`src/sv/ccl_pkg.sv`:
```
package ccl_pkg;

	localparam int CFG_W   = 9;
	localparam int OP_W    = 2;
	localparam int PIX_W   = 16;
	localparam int VAL_W   = 8;
	localparam int REG_W   = 14;
	localparam int CNT_W   = 15;
	localparam int COORD_W = 8;
	localparam int AREA_W  = 17;
	localparam int CIDX_W  = 1;

	localparam logic [CIDX_W-1:0] REG_ROWS = 1'b0;
	localparam logic [CIDX_W-1:0] REG_COLS = 1'b1;

	typedef enum logic [OP_W-1:0] {
		OP_LOAD   = 2'd0,
		OP_RUN    = 2'd1,
		OP_LABEL  = 2'd2,
		OP_REGION = 2'd3
	} op_t;

	typedef enum logic [3:0] {
		ST_INIT,
		ST_IDLE,
		ST_EXEC,
		ST_RWAIT,
		ST_CLR,
		ST_SCAN_RD,
		ST_SCAN_CK,
		ST_POP,
		ST_POPD,
		ST_NBR,
		ST_DRAIN,
		ST_NEXT,
		ST_RESP
	} state_t;

	typedef struct packed {
		logic in_take;
		logic fg_wr;
		logic lab_rd;
		logic reg_rd;
		logic clr_step;
		logic run_init;
		logic scan_rd;
		logic scan_next;
		logic seed;
		logic pop;
		logic pop_load;
		logic nbr_issue;
		logic nbr_check;
		logic rec_store;
		logic out_load;
	} cmd_t;

	typedef struct packed {
		op_t  op;
		logic clr_done;
		logic scan_done;
		logic seed_hit;
		logic stack_empty;
		logic nbr_last;
		logic out_free;
	} stat_t;

endpackage

```
`src/sv/ccl_ctrl.sv`:
```
module ccl_ctrl (
	input  logic           clk,
	input  logic           arst_n,
	input  logic           in_valid,
	output logic           in_stall,
	input  ccl_pkg::stat_t stat,
	output ccl_pkg::cmd_t  cmd
);

	ccl_pkg::state_t state_q, state_d;

	always_ff @(posedge clk or negedge arst_n) begin
		if (!arst_n) begin
			state_q <= ccl_pkg::ST_INIT;
		end else begin
			state_q <= state_d;
		end
	end

	always_comb begin
		state_d = state_q;
		unique case (state_q)
			ccl_pkg::ST_INIT: begin
				if (stat.clr_done) state_d = ccl_pkg::ST_IDLE;
			end
			ccl_pkg::ST_IDLE: begin
				if (in_valid) state_d = ccl_pkg::ST_EXEC;
			end
			ccl_pkg::ST_EXEC: begin
				unique case (stat.op)
					ccl_pkg::OP_LOAD:   state_d = ccl_pkg::ST_RESP;
					ccl_pkg::OP_RUN:    state_d = ccl_pkg::ST_CLR;
					ccl_pkg::OP_LABEL:  state_d = ccl_pkg::ST_RWAIT;
					ccl_pkg::OP_REGION: state_d = ccl_pkg::ST_RWAIT;
					default:            state_d = ccl_pkg::ST_RESP;
				endcase
			end
			ccl_pkg::ST_RWAIT: state_d = ccl_pkg::ST_RESP;
			ccl_pkg::ST_CLR: begin
				if (stat.clr_done) state_d = ccl_pkg::ST_SCAN_RD;
			end
			ccl_pkg::ST_SCAN_RD: begin
				state_d = stat.scan_done ? ccl_pkg::ST_RESP : ccl_pkg::ST_SCAN_CK;
			end
			ccl_pkg::ST_SCAN_CK: begin
				state_d = stat.seed_hit ? ccl_pkg::ST_POP : ccl_pkg::ST_SCAN_RD;
			end
			ccl_pkg::ST_POP:   state_d = ccl_pkg::ST_POPD;
			ccl_pkg::ST_POPD:  state_d = ccl_pkg::ST_NBR;
			ccl_pkg::ST_NBR: begin
				if (stat.nbr_last) state_d = ccl_pkg::ST_DRAIN;
			end
			ccl_pkg::ST_DRAIN: state_d = ccl_pkg::ST_NEXT;
			ccl_pkg::ST_NEXT: begin
				state_d = stat.stack_empty ? ccl_pkg::ST_SCAN_RD : ccl_pkg::ST_POP;
			end
			ccl_pkg::ST_RESP: begin
				if (stat.out_free) state_d = ccl_pkg::ST_IDLE;
			end
			default: state_d = ccl_pkg::ST_INIT;
		endcase
	end

	always_comb begin
		cmd      = '0;
		in_stall = 1'b1;
		unique case (state_q)
			ccl_pkg::ST_INIT: cmd.clr_step = 1'b1;
			ccl_pkg::ST_IDLE: begin
				in_stall    = 1'b0;
				cmd.in_take = in_valid;
			end
			ccl_pkg::ST_EXEC: begin
				unique case (stat.op)
					ccl_pkg::OP_LOAD:   cmd.fg_wr    = 1'b1;
					ccl_pkg::OP_RUN:    cmd.run_init = 1'b1;
					ccl_pkg::OP_LABEL:  cmd.lab_rd   = 1'b1;
					ccl_pkg::OP_REGION: cmd.reg_rd   = 1'b1;
					default:            cmd.fg_wr    = 1'b0;
				endcase
			end
			ccl_pkg::ST_RWAIT:   cmd = '0;
			ccl_pkg::ST_CLR:     cmd.clr_step = 1'b1;
			ccl_pkg::ST_SCAN_RD: cmd.scan_rd = !stat.scan_done;
			ccl_pkg::ST_SCAN_CK: begin
				cmd.seed      = stat.seed_hit;
				cmd.scan_next = !stat.seed_hit;
			end
			ccl_pkg::ST_POP:  cmd.pop = 1'b1;
			ccl_pkg::ST_POPD: cmd.pop_load = 1'b1;
			ccl_pkg::ST_NBR: begin
				cmd.nbr_issue = 1'b1;
				cmd.nbr_check = 1'b1;
			end
			ccl_pkg::ST_DRAIN: cmd.nbr_check = 1'b1;
			ccl_pkg::ST_NEXT: begin
				cmd.rec_store = stat.stack_empty;
				cmd.scan_next = stat.stack_empty;
			end
			ccl_pkg::ST_RESP: cmd.out_load = stat.out_free;
			default: cmd = '0;
		endcase
	end

endmodule

```
`config.mk`:
```
export PLATFORM = sky130hd
export DESIGN_NAME = ccl_ctrl
export DESIGN_NICKNAME = d
export VERILOG_FILES = /design/src/sv/ccl_pkg.sv /design/src/sv/ccl_ctrl.sv
export SDC_FILE = /design/constraint.sdc
export NUM_CORES = 1
export LEC_CHECK = 0
export BUFFER_PORTS_ARGS = -buffer_cell sky130_fd_sc_hd__buf_2
export CAP_MARGIN = 20
export CORE_AREA = 8 8 45 47
export CTS_CLUSTER_DIAMETER = 80
export DETAILED_ROUTE_END_ITERATION = 7
export DIE_AREA = 0 0 53 55
export GPL_ROUTABILITY_DRIVEN = 0
export PLACE_DENSITY_LB_ADDON = 0.15
export SYNTH_ARGS = -nofsm -noshare
export SYNTH_HDL_FRONTEND = slang
export SYNTH_SLANG_ARGS = --single-unit
```
`constraint.sdc`:
```
create_clock -name clk -period 1.8 [get_ports clk]
set_clock_uncertainty 0.15 [all_clocks]
set_input_delay 0 -clock clk [delete_from_list [all_inputs] [get_ports clk]]
set_output_delay 0 -clock clk [all_outputs]
set_load 0.05 [all_outputs]
```
==> impl_metrics.yaml <==
global_route:
  grt_pass1_vias: 583
  antenna_found_initial: 0
  grt_start_max_net_pins: 15
  grt_overflow_total: 0
  grtUsageTotal_pct: 11.40
  grt_pass1_wl_um: 2573
finish:
  n_antenna_cell: 0
  regMostFlops: "state_q"
  area_growth_pct: 49.76
  top_regs: "state_q x4"
  final_util_pct: 55.52
  largest_register_ffs: 4
  drive_gt1_share_pct: 52.53
  fin_nets: 112
route:
  drt_iter0_markers: 11
  wl_per_cell_um: 13.64
  via_per_inst: 5.348
  num_vias: 615
  postRouteAntennaNets: 0
  dr.pass1.iters: 4
  drc: 0
  routed_wl_um: 1569
run_status:
  status: "finished clean"
clocking:
  cts_tree: "done"
  h-tree-depth: 1
  clk_latency_ps: 230
  post_cts_buffers: 0
  clock-sinks: 4
  cts_buffers: 3
  path_clk_slew_ps: 40
  cts_max_path_buffers: 2
  root_buffer: "clkbuf_4"
synth:
  synth_ff_type: "dfrtp_1"
  synth.distinct_cells: 32
  syn_nets: 78
  yosys_warnings: 0
  synthTopCellsByCount: "nor3_1, nand2_1, nor2_1"
  synth-seq-area-share_pct: 19.51
  ys_top_cells_by_area: "dfrtp_1, mux2_4, nor3_1, a31oi_1, nand2_1"
  synthCells: 67
  async_flop_share_pct: 100.0
  synth_top_area_share_pct: 19.51
  avgSynthCellArea_um2: 7.657
  synth_edf_count: 0
  ys_seq_elements: 4
  yosysTopAreaCell: "dfrtp_1"
  netlist_area_um2: 513.0
  yosysMostFrequentCell: "nor3_1"
job:
  cap_violations: 0
die:
  die_h_um: 55
  die_x_um: 53
  rows: 14
  start_util_pct: 37.07
  ios: 27
  die_area_um2: 2915
  core_um2: 1384
sta:
  finalHoldViolCount: 0
  fmax_mhz: 579.0
  rsz0062_at_grt: "false"
  tightest_slew_ps: 238.8
  maxSlewViolCount: 0
  post-route-period-util_pct: 95.95
  min_period_ps: 1727
  tns_ps: 0
  maxSlewHeadroom_pct: 83.87
  setup_viol: 0
critical_path:
  required_ps: 1650
  cp.arrival_ps: 1580
  cp-end-kind: "primary output"
  path_max_fanout: 6
  cp-start-kind: "register"
  worstSetupPathType: "register to primary output"
power_and_ir_drop:
  ir_worst_vdd_uv: 996.6
  p_per_area_nw_per_um2: 1790
  p_leak_nw: 0.3902
placement:
  port_buffers: 26
  hpwlAfterDp_um: 1219
hold_path:
  hold_class: "input pin to register"
cell usage in the layout, fill, tap and decap left out, drive strengths merged:
| cell type | synthesis | final |
|---|---|---|
| a211o | 1 | 1 |
| a21oi | 3 | 3 |
| a31oi | 3 | 3 |
| and2 | 1 | 1 |
| and2b | 1 | 1 |
| and3 | 2 | 2 |
| and3b | 2 | 2 |
| buf | 3 | 31 |
| clkbuf | 2 | 4 |
| dfrtp | 4 | 4 |
| dlygate4sd3 | 0 | 2 |
| inv | 5 | 5 |
| mux2 | 3 | 3 |
| nand2 | 5 | 5 |
| nand2b | 3 | 3 |
| nor2 | 5 | 5 |
| nor2b | 1 | 1 |
| nor3 | 8 | 8 |
| nor3b | 2 | 2 |
| nor4b | 2 | 2 |
| nor4bb | 1 | 1 |
| o211ai | 1 | 1 |
| o21a | 2 | 2 |
| o21ai | 3 | 3 |
| o221ai | 1 | 1 |
| o22ai | 2 | 2 |
| o2bb2ai | 1 | 1 |
cell type report:
type,count,area [um^2]
tap,16,20.02
timing repair buffer,34,203.9
multi-input combinational,53,400.4
clock buffer,3,22.52
sequential,4,102.6
fill,151,615.6
inverter,5,18.77
critical path: stages (launching register included):
cell	delay, ps
dfrtp_1	430
nand2b_1	230
nor3_1	230
and3b_1	190
buf_2	260
cell families (layout without fill, tap and decap cells):
logic type / Yosys count / after routing / synth area share [%]
and+or+nand+nor: 33 / 33 / 38.54
muxes: 3 / 3 / 8.780
AOI/OAI and AO/OA: 17 / 17 / 23.17
buffers and inverters: 10 / 42 / 9.998
DFF: 4 / 4 / 19.51
per-stage QoR:
step / area [um^2] / cells / hold slack [ps] / power [mW] / setup WS (ps)
floorplan: 546.8 / 67 / -445.6 / 1.023 / -178.6
global placement: 709.4 / 110 / -346.1 / 1.241 / 159.7
detailed placement: 709.4 / 110 / -344.5 / 1.244 / 164.0
CTS: 752.0 / 115 / 47.71 / 1.363 / 12.23
global route: 768.2 / 115 / 85.63 / 1.486 / 6.633
finish: 768.2 / 115 / 46.99 / 1.375 / 72.99
metal layers:
metal	share of wire (%)	global-route usage [%]	vias to the layer above
li1	-	-	310
met1	43	13.94	285
met2	49	18.95	20
met3	8.7	2.139	0
met4	0	5.172	0
met5	0	0	-
what timing repair did:
action	4_1_cts	5_1_grt
endpoints found under the hold margin	4	0
endpoints found under the setup margin	0	5
gates resized for setup	0	8
hold buffers	2	0
path summary, 6_finish.rpt:
path / to / slack (ps) / start / cells after the start
max in group asynchronous: state_q[1]$_DFFE_PN0P_ / 810 / arst_n / 3
setup / recovery: cmd[12] / 70 / state_q[0]$_DFFE_PN0P_ / 4
setup reg to reg: state_q[0]$_DFFE_PN0P_ / 210 / state_q[3]$_DFFE_PN0P_ / 5
hold reg to reg: state_q[2]$_DFFE_PN0P_ / 560 / state_q[2]$_DFFE_PN0P_ / 1
min in group asynchronous: state_q[3]$_DFFE_PN0P_ / 500 / arst_n / 3
hold / removal: state_q[2]$_DFFE_PN0P_ / 50 / stat[0] / 5
power breakdown:
part           switching (mW)  internal (mW)  total (mW)  leakage, nW
sequential             0.0901          0.137       0.227       0.0475
combinational           0.629          0.412        1.04        0.329
clock                  0.0334         0.0743       0.108       0.0138
total                   0.752          0.623        1.38        0.390
No activity file was read; power rests on OpenSTA's default activity.
